**src/rtl/uart_rb_pkg.sv**
```systemverilog
// Shared types, register codes and helper functions for the 16550 register block.
// Depends on nothing; every other file of the block imports it.
package uart_rb_pkg;

  localparam int FIFO_DEPTH_DEF = 16;

  // Receive-timeout length: 4 * floor(10 * d * 1e6 / 115200) = 4 * floor(d * 3125 / 36).
  // floor(d * 3125 / 36) == (d * TMO_MULT) >> TMO_SHIFT for every 16-bit d.
  localparam int TMO_SHIFT = 22;
  localparam int TMO_MULT_W = 29;
  localparam logic [TMO_MULT_W-1:0] TMO_MULT = 29'd364088889;
  localparam int DIV_W = 16;
  localparam int TMO_W = 25;

  // Output word queue.
  localparam int OUTQ_DEPTH = 4;
  localparam int OUTQ_AW = 2;
  localparam int OUTQ_CW = 3;

  // Operation codes.
  localparam logic [1:0] OP_READ  = 2'd0;
  localparam logic [1:0] OP_WRITE = 2'd1;
  localparam logic [1:0] OP_RX    = 2'd2;
  localparam logic [1:0] OP_TICK  = 2'd3;

  // Register offsets.
  localparam logic [2:0] REG_THR = 3'd0;
  localparam logic [2:0] REG_IER = 3'd1;
  localparam logic [2:0] REG_IIR = 3'd2;
  localparam logic [2:0] REG_LCR = 3'd3;
  localparam logic [2:0] REG_MCR = 3'd4;
  localparam logic [2:0] REG_LSR = 3'd5;
  localparam logic [2:0] REG_MSR = 3'd6;
  localparam logic [2:0] REG_SCR = 3'd7;

  // Interrupt identification codes (low nibble of IIR).
  localparam logic [3:0] IIR_LINE = 4'h6;
  localparam logic [3:0] IIR_RXD  = 4'h4;
  localparam logic [3:0] IIR_TMO  = 4'hc;
  localparam logic [3:0] IIR_THRE = 4'h2;
  localparam logic [3:0] IIR_MDM  = 4'h0;
  localparam logic [3:0] IIR_NONE = 4'h1;

  typedef struct packed {
    logic [1:0] operation;
    logic [2:0] register_offset;
    logic [7:0] data_byte;
  } in_word_t;

  typedef struct packed {
    logic [7:0] read_data;
    logic       irq_line;
    logic       tx_valid;
    logic [7:0] tx_byte;
  } out_word_t;

  // Result leaving the register stage; read data may still come from the FIFO memory.
  typedef struct packed {
    logic      use_mem;
    out_word_t word;
  } stage_word_t;

  function automatic logic [3:0] trig_level(input logic [1:0] sel);
    logic [3:0] lvl;
    case (sel)
      2'd0:    lvl = 4'd1;
      2'd1:    lvl = 4'd4;
      2'd2:    lvl = 4'd8;
      default: lvl = 4'd14;
    endcase
    return lvl;
  endfunction

  function automatic logic [7:0] iir_value(input logic [3:0] ier, input logic [3:0] err,
                                           input logic dr, input logic fifo_en,
                                           input logic at_trig, input logic tmo_pend,
                                           input logic thr_pend, input logic [3:0] msr_delta);
    logic [3:0] id;
    if (ier[2] && (err != 4'd0))
      id = IIR_LINE;
    else if (ier[0] && dr && (!fifo_en || at_trig))
      id = IIR_RXD;
    else if (ier[0] && tmo_pend)
      id = IIR_TMO;
    else if (ier[1] && thr_pend)
      id = IIR_THRE;
    else if (ier[3] && (msr_delta != 4'd0))
      id = IIR_MDM;
    else
      id = IIR_NONE;
    return {(fifo_en ? 2'b11 : 2'b00), 2'b00, id};
  endfunction

  // MSR after an MCR write: loopback routes MCR outputs to the modem inputs,
  // changes set the sticky delta bits.
  function automatic logic [7:0] msr_update(input logic [7:0] mcr, input logic [7:0] msr);
    logic [3:0] lines;
    logic [3:0] diff;
    lines = mcr[4] ? {mcr[3], mcr[2], mcr[0], mcr[1]} : 4'd0;
    diff = lines ^ msr[7:4];
    return {lines, diff | msr[3:0]};
  endfunction

endpackage

```
**src/rtl/uart_rb_mem.sv**
```systemverilog
// Receive FIFO storage: one write port, one read port, registered read data.
// Depends on uart_rb_pkg.
module uart_rb_mem import uart_rb_pkg::*; #(
  parameter int FIFO_DEPTH = FIFO_DEPTH_DEF,
  localparam int PTR_W = $clog2(FIFO_DEPTH)
) (
  input  logic             clk,
  input  logic             we,
  input  logic [PTR_W-1:0] waddr,
  input  logic [7:0]       wdata,
  input  logic             re,
  input  logic [PTR_W-1:0] raddr,
  output logic [7:0]       rdata
);

  logic [7:0] store_r [FIFO_DEPTH];
  logic [7:0] rdata_r;

  always_ff @(posedge clk) begin
    if (we) store_r[waddr] <= wdata;
    if (re) rdata_r <= store_r[raddr];
  end

  assign rdata = rdata_r;

endmodule

```
**src/rtl/uart_rb_tmo.sv**
```systemverilog
// Character-timeout length from the divisor captured at the last received byte.
// Depends on uart_rb_pkg. One multiply, registered.
module uart_rb_tmo import uart_rb_pkg::*; (
  input  logic             clk,
  input  logic [DIV_W-1:0] divisor,
  output logic [TMO_W-1:0] tmo_len
);

  localparam int PROD_W = DIV_W + TMO_MULT_W;

  logic [DIV_W-1:0]  div_eff;
  logic [PROD_W-1:0] prod;
  logic [TMO_W-1:0]  len_r;
  logic [TMO_W-1:0]  len_nxt;

  // zero divisor behaves as one
  assign div_eff = (divisor == '0) ? DIV_W'(1) : divisor;
  assign prod    = PROD_W'(div_eff) * PROD_W'(TMO_MULT);
  assign len_nxt = {prod[TMO_SHIFT +: TMO_W-2], 2'b00};

  always_ff @(posedge clk) begin
    len_r <= len_nxt;
  end

  assign tmo_len = len_r;

endmodule

```
**src/rtl/uart_rb_regs.sv**
```systemverilog
// Register file and FIFO pointer control: one read-modify-write per accepted word.
// Depends on uart_rb_pkg; drives uart_rb_mem ports and feeds uart_rb_outq.
module uart_rb_regs import uart_rb_pkg::*; #(
  parameter int FIFO_DEPTH = FIFO_DEPTH_DEF,
  localparam int PTR_W = $clog2(FIFO_DEPTH),
  localparam int CNT_W = $clog2(FIFO_DEPTH + 1)
) (
  input  logic             clk,
  input  logic             rst_n,
  input  logic             in_valid,
  input  logic             in_stall,
  input  in_word_t         in_data,
  output logic             mem_we,
  output logic [PTR_W-1:0] mem_waddr,
  output logic [7:0]       mem_wdata,
  output logic             mem_re,
  output logic [PTR_W-1:0] mem_raddr,
  output logic [DIV_W-1:0] tmo_div,
  input  logic [TMO_W-1:0] tmo_len,
  output logic             st_valid,
  output stage_word_t      st_data
);

  logic [DIV_W-1:0] div_r, div_nxt;
  logic [3:0]       ier_r, ier_nxt;
  logic [7:0]       fcr_r, fcr_nxt;
  logic [7:0]       lcr_r, lcr_nxt;
  logic [7:0]       mcr_r, mcr_nxt;
  logic [3:0]       err_r, err_nxt;   // LSR bits 4:1
  logic [7:0]       msr_r, msr_nxt;
  logic [7:0]       scr_r, scr_nxt;
  logic [3:0]       trig_r, trig_nxt;
  logic             thr_pend_r, thr_pend_nxt;
  logic             tmo_pend_r, tmo_pend_nxt;
  logic             tmo_arm_r, tmo_arm_nxt;
  logic [TMO_W-1:0] tmo_cnt_r, tmo_cnt_nxt; // ticks since the last reload
  logic [DIV_W-1:0] dcap_r, dcap_nxt;
  logic [PTR_W-1:0] wptr_r, wptr_nxt;
  logic [PTR_W-1:0] rptr_r, rptr_nxt;
  logic [CNT_W-1:0] fill_r, fill_nxt;

  logic             st_valid_r;
  stage_word_t      st_data_r, st_data_nxt;

  logic             accept;
  logic             dlab;
  logic             loopback;
  logic             push;
  logic             we_raw;
  logic             re_raw;
  logic             sent;
  logic [7:0]       rd;
  logic             use_mem;
  logic [7:0]       iir_cur;
  logic [7:0]       iir_nxt;
  logic [7:0]       lsr_cur;

  function automatic logic [PTR_W-1:0] ptr_inc(input logic [PTR_W-1:0] p);
    return (p == PTR_W'(FIFO_DEPTH - 1)) ? '0 : p + PTR_W'(1);
  endfunction

  assign accept   = in_valid && !in_stall;
  assign dlab     = lcr_r[7];
  assign loopback = mcr_r[4];
  assign lsr_cur  = {1'b0, 2'b11, err_r, (fill_r != '0)};
  assign iir_cur  = iir_value(ier_r, err_r, (fill_r != '0), fcr_r[0],
                              (fill_r >= CNT_W'(trig_r)), tmo_pend_r, thr_pend_r, msr_r[3:0]);

  always_comb begin
    div_nxt      = div_r;
    ier_nxt      = ier_r;
    fcr_nxt      = fcr_r;
    lcr_nxt      = lcr_r;
    mcr_nxt      = mcr_r;
    err_nxt      = err_r;
    msr_nxt      = msr_r;
    scr_nxt      = scr_r;
    trig_nxt     = trig_r;
    thr_pend_nxt = thr_pend_r;
    tmo_pend_nxt = tmo_pend_r;
    tmo_arm_nxt  = tmo_arm_r;
    tmo_cnt_nxt  = tmo_cnt_r;
    dcap_nxt     = dcap_r;
    wptr_nxt     = wptr_r;
    rptr_nxt     = rptr_r;
    fill_nxt     = fill_r;
    push         = 1'b0;
    we_raw       = 1'b0;
    re_raw       = 1'b0;
    sent         = 1'b0;
    rd           = 8'h00;
    use_mem      = 1'b0;

    case (in_data.operation)
      OP_READ: begin
        case (in_data.register_offset)
          REG_THR: begin
            if (dlab) begin
              rd = div_r[7:0];
            end else begin
              if (fill_r != '0) begin
                re_raw   = 1'b1;
                use_mem  = 1'b1;
                rptr_nxt = ptr_inc(rptr_r);
                fill_nxt = fill_r - CNT_W'(1);
              end
              tmo_pend_nxt = 1'b0;
              tmo_arm_nxt  = 1'b0;
            end
          end
          REG_IER: rd = dlab ? div_r[15:8] : {4'd0, ier_r};
          REG_IIR: begin
            rd           = iir_cur;
            thr_pend_nxt = 1'b0;
          end
          REG_LCR: rd = lcr_r;
          REG_MCR: rd = mcr_r;
          REG_LSR: begin
            rd      = lsr_cur;
            err_nxt = 4'd0;
          end
          REG_MSR: begin
            rd      = msr_r;
            msr_nxt = {msr_r[7:4], 4'd0};
          end
          default: rd = scr_r;
        endcase
      end
      OP_WRITE: begin
        case (in_data.register_offset)
          REG_THR: begin
            if (dlab)
              div_nxt = {div_r[15:8], in_data.data_byte};
            else if (loopback)
              push = 1'b1;
            else
              sent = 1'b1;
            thr_pend_nxt = 1'b1;
          end
          REG_IER: begin
            if (dlab)
              div_nxt = {in_data.data_byte, div_r[7:0]};
            else
              ier_nxt = in_data.data_byte[3:0];
          end
          REG_IIR: begin
            fcr_nxt = in_data.data_byte;
            if (in_data.data_byte[1]) begin
              fill_nxt     = '0;
              wptr_nxt     = '0;
              rptr_nxt     = '0;
              tmo_arm_nxt  = 1'b0;
              tmo_pend_nxt = 1'b0;
              err_nxt      = 4'd0;
            end
            trig_nxt = trig_level(in_data.data_byte[7:6]);
          end
          REG_LCR: begin
            lcr_nxt    = in_data.data_byte;
            err_nxt[3] = in_data.data_byte[6];  // break control mirrors into LSR.BI
          end
          REG_MCR: begin
            mcr_nxt = in_data.data_byte;
            msr_nxt = msr_update(in_data.data_byte, msr_r);
          end
          REG_SCR: scr_nxt = in_data.data_byte;
          default: ;  // LSR and MSR are read-only
        endcase
      end
      OP_RX: begin
        if (!loopback) push = 1'b1;
      end
      default: begin
        if (tmo_arm_r) begin
          if ((tmo_cnt_r + TMO_W'(1)) >= tmo_len) begin
            tmo_arm_nxt = 1'b0;
            tmo_cnt_nxt = '0;
            if (fill_r != '0) tmo_pend_nxt = 1'b1;
          end else begin
            tmo_cnt_nxt = tmo_cnt_r + TMO_W'(1);
          end
        end
      end
    endcase

    if (push) begin
      if (fill_r == CNT_W'(FIFO_DEPTH)) begin
        err_nxt[0] = 1'b1;  // overrun, byte dropped
      end else begin
        we_raw   = 1'b1;
        wptr_nxt = ptr_inc(wptr_r);
        fill_nxt = fill_r + CNT_W'(1);
      end
      if (fcr_r[0]) begin
        tmo_arm_nxt = 1'b1;
        tmo_cnt_nxt = '0;
        dcap_nxt    = div_r;
      end
    end

    iir_nxt = iir_value(ier_nxt, err_nxt, (fill_nxt != '0), fcr_nxt[0],
                        (fill_nxt >= CNT_W'(trig_nxt)), tmo_pend_nxt, thr_pend_nxt,
                        msr_nxt[3:0]);

    st_data_nxt.use_mem        = use_mem;
    st_data_nxt.word.read_data = rd;
    st_data_nxt.word.irq_line  = !iir_nxt[0];
    st_data_nxt.word.tx_valid  = sent;
    st_data_nxt.word.tx_byte   = sent ? in_data.data_byte : 8'h00;
  end

  assign mem_we    = accept && we_raw;
  assign mem_waddr = wptr_r;
  assign mem_wdata = in_data.data_byte;
  assign mem_re    = accept && re_raw;
  assign mem_raddr = rptr_r;
  assign tmo_div   = dcap_r;

  always_ff @(posedge clk) begin
    if (!rst_n) begin
      div_r      <= '0;
      ier_r      <= '0;
      fcr_r      <= '0;
      lcr_r      <= '0;
      mcr_r      <= '0;
      err_r      <= '0;
      msr_r      <= '0;
      scr_r      <= '0;
      trig_r     <= 4'd1;
      thr_pend_r <= 1'b1;
      tmo_pend_r <= 1'b0;
      tmo_arm_r  <= 1'b0;
      tmo_cnt_r  <= '0;
      dcap_r     <= '0;
      wptr_r     <= '0;
      rptr_r     <= '0;
      fill_r     <= '0;
    end else if (accept) begin
      div_r      <= div_nxt;
      ier_r      <= ier_nxt;
      fcr_r      <= fcr_nxt;
      lcr_r      <= lcr_nxt;
      mcr_r      <= mcr_nxt;
      err_r      <= err_nxt;
      msr_r      <= msr_nxt;
      scr_r      <= scr_nxt;
      trig_r     <= trig_nxt;
      thr_pend_r <= thr_pend_nxt;
      tmo_pend_r <= tmo_pend_nxt;
      tmo_arm_r  <= tmo_arm_nxt;
      tmo_cnt_r  <= tmo_cnt_nxt;
      dcap_r     <= dcap_nxt;
      wptr_r     <= wptr_nxt;
      rptr_r     <= rptr_nxt;
      fill_r     <= fill_nxt;
    end
  end

  always_ff @(posedge clk) begin
    if (!rst_n) begin
      st_valid_r <= 1'b0;
    end else begin
      st_valid_r <= accept;
    end
  end

  always_ff @(posedge clk) begin
    if (accept) st_data_r <= st_data_nxt;
  end

  assign st_valid = st_valid_r;
  assign st_data  = st_data_r;

endmodule

```
**src/rtl/uart_rb_outq.sv**
```systemverilog
// Output word queue: merges FIFO read data into the result and decouples the
// output stall from the input side. Depends on uart_rb_pkg.
module uart_rb_outq import uart_rb_pkg::*; (
  input  logic        clk,
  input  logic        rst_n,
  input  logic        st_valid,
  input  stage_word_t st_data,
  input  logic [7:0]  mem_rdata,
  output logic        in_stall,
  output logic        out_valid,
  input  logic        out_stall,
  output out_word_t   out_data
);

  out_word_t          q_r [OUTQ_DEPTH];
  logic [OUTQ_AW-1:0] wp_r, wp_nxt;
  logic [OUTQ_AW-1:0] rp_r, rp_nxt;
  logic [OUTQ_CW-1:0] cnt_r, cnt_nxt;
  logic               pop;
  out_word_t          entry;

  always_comb begin
    entry = st_data.word;
    if (st_data.use_mem) entry.read_data = mem_rdata;
  end

  assign out_valid = (cnt_r != '0);
  assign out_data  = q_r[rp_r];
  assign pop       = out_valid && !out_stall;

  // Room must exist for the word in the register stage plus a new one.
  assign in_stall = (cnt_r == OUTQ_CW'(OUTQ_DEPTH)) ||
                    ((cnt_r == OUTQ_CW'(OUTQ_DEPTH - 1)) && st_valid);

  always_comb begin
    wp_nxt  = st_valid ? wp_r + OUTQ_AW'(1) : wp_r;
    rp_nxt  = pop ? rp_r + OUTQ_AW'(1) : rp_r;
    cnt_nxt = cnt_r + OUTQ_CW'(st_valid) - OUTQ_CW'(pop);
  end

  always_ff @(posedge clk) begin
    if (!rst_n) begin
      wp_r  <= '0;
      rp_r  <= '0;
      cnt_r <= '0;
    end else begin
      wp_r  <= wp_nxt;
      rp_r  <= rp_nxt;
      cnt_r <= cnt_nxt;
    end
  end

  always_ff @(posedge clk) begin
    if (st_valid) q_r[wp_r] <= entry;
  end

endmodule

```
**src/rtl/uart_16550_register_block_core.sv**
```systemverilog
// 16550 UART register file with receive FIFO, loopback and prioritized IIR.
// Depends on uart_rb_pkg, uart_rb_regs, uart_rb_mem, uart_rb_tmo, uart_rb_outq.
//
// Usage:
//   Input channel (in_valid / in_stall / in_data) carries one word per bus read,
//   bus write, received line byte or microsecond tick. Output channel
//   (out_valid / out_stall / out_data) returns exactly one word per input word,
//   in order: read data, interrupt level after the word, and the transmit byte.
//   An accepted word passes the register stage and then the output queue.
//   Throughput: one word per cycle while in_stall is low; every word does a
//   single register update and at most one receive-FIFO memory access (write
//   at the tail, read at the head). The FIFO read data is registered in the
//   memory and is merged on the way into a four-word output queue.
//   When the receiver holds out_stall, results collect in the output queue;
//   in_stall rises once the queue and the register stage together cannot take
//   another word, and falls as soon as one word leaves.
//   Reset (rst_n low, synchronous) restores the power-up register values, empties
//   the FIFO and the output queue; no clearing pass is needed.
module uart_16550_register_block_core import uart_rb_pkg::*; #(
  parameter int FIFO_DEPTH = FIFO_DEPTH_DEF
) (
  input  logic      clk,
  input  logic      rst_n,
  input  logic      in_valid,
  output logic      in_stall,
  input  in_word_t  in_data,
  output logic      out_valid,
  input  logic      out_stall,
  output out_word_t out_data
);

  localparam int PTR_W = $clog2(FIFO_DEPTH);

  logic             mem_we;
  logic [PTR_W-1:0] mem_waddr;
  logic [7:0]       mem_wdata;
  logic             mem_re;
  logic [PTR_W-1:0] mem_raddr;
  logic [7:0]       mem_rdata;
  logic [DIV_W-1:0] tmo_div;
  logic [TMO_W-1:0] tmo_len;
  logic             st_valid;
  stage_word_t      st_data;

  uart_rb_regs #(
    .FIFO_DEPTH(FIFO_DEPTH)
  ) u_regs (
    .clk       (clk),
    .rst_n     (rst_n),
    .in_valid  (in_valid),
    .in_stall  (in_stall),
    .in_data   (in_data),
    .mem_we    (mem_we),
    .mem_waddr (mem_waddr),
    .mem_wdata (mem_wdata),
    .mem_re    (mem_re),
    .mem_raddr (mem_raddr),
    .tmo_div   (tmo_div),
    .tmo_len   (tmo_len),
    .st_valid  (st_valid),
    .st_data   (st_data)
  );

  uart_rb_mem #(
    .FIFO_DEPTH(FIFO_DEPTH)
  ) u_mem (
    .clk   (clk),
    .we    (mem_we),
    .waddr (mem_waddr),
    .wdata (mem_wdata),
    .re    (mem_re),
    .raddr (mem_raddr),
    .rdata (mem_rdata)
  );

  uart_rb_tmo u_tmo (
    .clk     (clk),
    .divisor (tmo_div),
    .tmo_len (tmo_len)
  );

  uart_rb_outq u_outq (
    .clk       (clk),
    .rst_n     (rst_n),
    .st_valid  (st_valid),
    .st_data   (st_data),
    .mem_rdata (mem_rdata),
    .in_stall  (in_stall),
    .out_valid (out_valid),
    .out_stall (out_stall),
    .out_data  (out_data)
  );

endmodule

```
**config.mk**
```make
export PLATFORM = sky130hd
export DESIGN_NAME = uart_16550_register_block_core
export DESIGN_NICKNAME = d
export VERILOG_FILES = /design/src/rtl/uart_rb_pkg.sv /design/src/rtl/uart_rb_mem.sv /design/src/rtl/uart_rb_tmo.sv /design/src/rtl/uart_rb_regs.sv /design/src/rtl/uart_rb_outq.sv /design/src/rtl/uart_16550_register_block_core.sv
export SDC_FILE = /design/constraint.sdc
export NUM_CORES = 1
export LEC_CHECK = 0
export BUFFER_PORTS_ARGS = -buffer_cell sky130_fd_sc_hd__clkbuf_2
export CORE_MARGIN = 2
export CORE_UTILIZATION = 61
export DETAILED_ROUTE_END_ITERATION = 12
export PLACE_DENSITY = 0.77
export RECOVER_POWER = 50
export SKIP_LAST_GASP = 1
export SLEW_MARGIN = 15
export SYNTH_ARGS = -nofsm -noshare
export SYNTH_HDL_FRONTEND = slang
export SYNTH_HIERARCHICAL = 1
export SYNTH_SLANG_ARGS = --single-unit
```
**constraint.sdc**
```tcl
create_clock -name clk -period 9.08 [get_ports clk]
set_input_delay 1.816 -clock clk [delete_from_list [all_inputs] [get_ports clk]]
set_output_delay 1.816 -clock clk [all_outputs]
set_load 0.02 [all_outputs]
```
==> results.json <==
{
  "violations": "max-capacitance violations, max-slew violations",
  "ant_nets": 0,
  "synth_top_area_share_pct": 27.6,
  "final.hold.worst_slack_ns": 0.464,
  "design.die.area_um2": 42100,
  "path_class": "reg2reg",
  "layout-drive-gt1-share_pct": 7.28,
  "grt.met2_usage_pct": 46.1,
  "max-clock-path-buffers": 3,
  "n_fill_cell": 3044,
  "placement.setup.worst_slack_ns": 2.39,
  "synth_warnings": 6,
  "post_cts_resized": 0,
  "timing.final.ws_setup_ns": 2.34,
  "worst-slew-pin-transition_ns": 2.75,
  "worst-path-buf-inv": 6,
  "grt_usage_pct": 29.4,
  "drt_first_pass_iters": 5,
  "postSynthCellCount": 2267,
  "gr-total-overflow": 0,
  "grt_setup_unrepaired": "false",
  "seqPwrFrac_pct": 51.0,
  "die-height_um": 205,
  "setup_tns_ns": 0,
  "utilization_after_layout_pct": 66.0,
  "gp_congestion": 1.00,
  "leakage_nw": 11.0,
  "core-area_um2": 39800,
  "post-synth-top-count-cell": "sky130_fd_sc_hd__inv_1",
  "diodes": 0,
  "grt_first_pass_wirelength_um": 94100,
  "synthTopCellsByCount": "342 x sky130_fd_sc_hd__inv_1, 227 x sky130_fd_sc_hd__edfxtp_1, 214 x sky130_fd_sc_hd__ha_1",
  "period_share_pct": 74.3,
  "register_bit_total_from_synthesis": 378,
  "worst_skew_pair.late_latency_ns": 0.55,
  "cts_made_buffers": 38,
  "postRouteWirelength_um": 59700,
  "fraction_of_synthesis_flops_using_an_asynchronous_set_or_reset_pin_pct": 0,
  "number_of_global_route_vias_before_repair": 17100,
  "floorplan.initialDensity_pct": 62.0,
  "syn2layout_area_growth_pct": 6.52,
  "r2r_setup_slack_ns": 2.34,
  "gr-usage-met3_pct": 7.33,
  "hold_path_class": "reg2reg",
  "intPower_mw": 2.88,
  "clock_skew_ns": 0.0151,
  "std_cell_rows": 73,
  "detailroute.via_count": 17100,
  "pwr_density_cell_nw_per_um2": 145,
  "floorplan.die.width_um": 205,
  "critPathLaunchType": "flop",
  "tritoncts": "yes",
  "run_status": "complete, but fails checks",
  "grt-busiest-layer": "met2",
  "post_synthesis_instance_area_um2": 24700,
  "netSwitchingFraction_pct": 24.3,
  "seq_area_frac_synth_pct": 39.9,
  "critical-path-slowest-cell": "sky130_fd_sc_hd__fa_1",
  "final_nets": 2648,
  "post-dp-hpwl_um": 44500,
  "grt_max_degree": 93,
  "power_total_mw": 3.80,
  "ys_dominant_reg_cell": "sky130_fd_sc_hd__edfxtp_1",
  "timing.slew.headroom_pct": -83.6,
  "ios": 37,
  "slew_violations": 196,
  "critical_path.top_delay_family": "adder cells",
  "combinational_fraction_of_design_power_pct": 10.0,
  "postCtsSetupBuffers": 0,
  "cap_viol_max_count": 6,
  "drc": 0,
  "synth_edf_count": 227,
  "vias_per_cell": 6.08,
  "synth_top_cells_by_area": "sky130_fd_sc_hd__edfxtp_1 28%, sky130_fd_sc_hd__dfxtp_1 12%, sky130_fd_sc_hd__fa_1 12%",
  "cp_slowest_stage_delay_ns": 0.55,
  "antenna_found_initial": 1,
  "finalInstanceArea_um2": 26300,
  "clock_tree.root_cell": "sky130_fd_sc_hd__clkbuf_16",
  "worst-endpoint-arrival_ns": 7.16,
  "netlist.top_cell.by_area": "sky130_fd_sc_hd__edfxtp_1",
  "numPlacedInstances": 2753,
  "portBuffers": 36,
  "layout_min_cycle_time_ns": 6.74,
  "routedWlPerCell_um": 21.2,
  "cp_data_required_time_ns": 9.50,
  "post_synth.cell_area_avg_um2": 10.9,
  "hold_viol_final": 0,
  "final-setup-viol-count": 0,
  "critical_path.max_fanout": 11,
  "fmax_mhz": 148,
  "netsw_uw": 924,
  "cp-end-kind": "flop",
  "cts_hold_buffers": 0,
  "post_dp_cell_area_um2": 25100,
  "met1_usage_pct": 40.1,
  "power_frac_clock_pct": 39.0,
  "clock_sinks": 378,
  "synth_cell_types": 97,
  "dr.first_iter.drc_count": 1737,
  "post_layout_nonfiller_instances": 2819,
  "clkSlewWorstSetupHoldPaths_ns": 0.06,
  "peakVddDrop_mv": 0.118,
  "h_tree_depth": 2
}
==> routing by layer <==
layer	vias to the layer above	routed length, um
met5	-	0
met4	0	1820
met3	117	5320
met2	725	27500
met1	8433	25000
li1	7864	-
==> cells by family after synthesis <==
kind of cell    synth area share [%]
mux                             7.27
fa+ha+maj                       22.9
xor+xnor                        1.95
other cells                   0.0152
simple gates                    10.9
flops                           39.9
compound gates                  9.84
buf+inv                         7.18
==> power by group through the flow <==
stage          clock network, mW  logic (mW)  registers (mW)
2_1_floorplan                  0       0.301            1.94
3_3_place_gp                   0       0.367            1.97
3_5_place_dp                   0       0.381            1.98
4_1_cts                     1.51       0.384            1.94
5_1_grt                     1.58       0.415            1.95
6_report                    1.48       0.380            1.94
==> path summary, 6_finish.rpt <==
kind | depth (start not counted) | endpoint | start
setup / recovery | 26 | u_tmo/tmo_len[15] | u_regs/tmo_div[3]
hold / removal | 2 | u_regs/mcr_r[3] | u_regs/mcr_r[3]
setup reg to reg | 26 | u_tmo/tmo_len[15] | u_regs/tmo_div[3]
hold reg to reg | 2 | u_regs/mcr_r[3] | u_regs/mcr_r[3]
==> layout make-up <==
cell class | instances | area, um^2 | share of cell area, %
clock buffers | 49 | 1040 | 3.97
clock inverters | 17 | 129 | 0.490
inverters | 342 | 1280 | 4.89
multi-input cells | 1458 | 13100 | 49.8
flip-flops and latches | 378 | 9840 | 37.4
well taps | 525 | 657 | 2.50
repair buffers | 50 | 256 | 0.976
==> cells in the final DEF (no fill, tap or decap), drive strengths merged, types with 13 or more instances in the layout <==
cell	count
inv	344
edfxtp	227
ha	214
nand2	198
nor2	153
dfxtp	151
fa	149
a21oi	134
clkbuf	90
o21ai	75
mux4	50
mux2i	44
a22oi	39
nand3	35
and2	32
xnor2	31
nor3	30
xor2	24
nand4	23
a211oi	17
nor2b	15
mux2	13
==> sequential cells by signal, indices dropped and copies added, names as in the netlist, 5 cells and up, named ones only <==
name	cells
u_mem/store_r	128
u_outq/q_r	72
u_regs/tmo_cnt_r	25
u_tmo/tmo_len	23
u_regs/st_data	19
u_regs/div_r	16
u_regs/tmo_div	16
u_mem/rdata	8
u_regs/lcr_r	8
u_regs/mcr_r	8
u_regs/msr_r	8
u_regs/scr_r	8
u_regs/fill_r	5
==> worst min-delay path, cell delays in order (launching register included) <==
cell	delay, ns
sky130_fd_sc_hd__dfxtp_1	0.31
sky130_fd_sc_hd__nand2_1	0.05
sky130_fd_sc_hd__a21oi_1	0.05
Note: power is estimated with default switching activity, not from simulation.
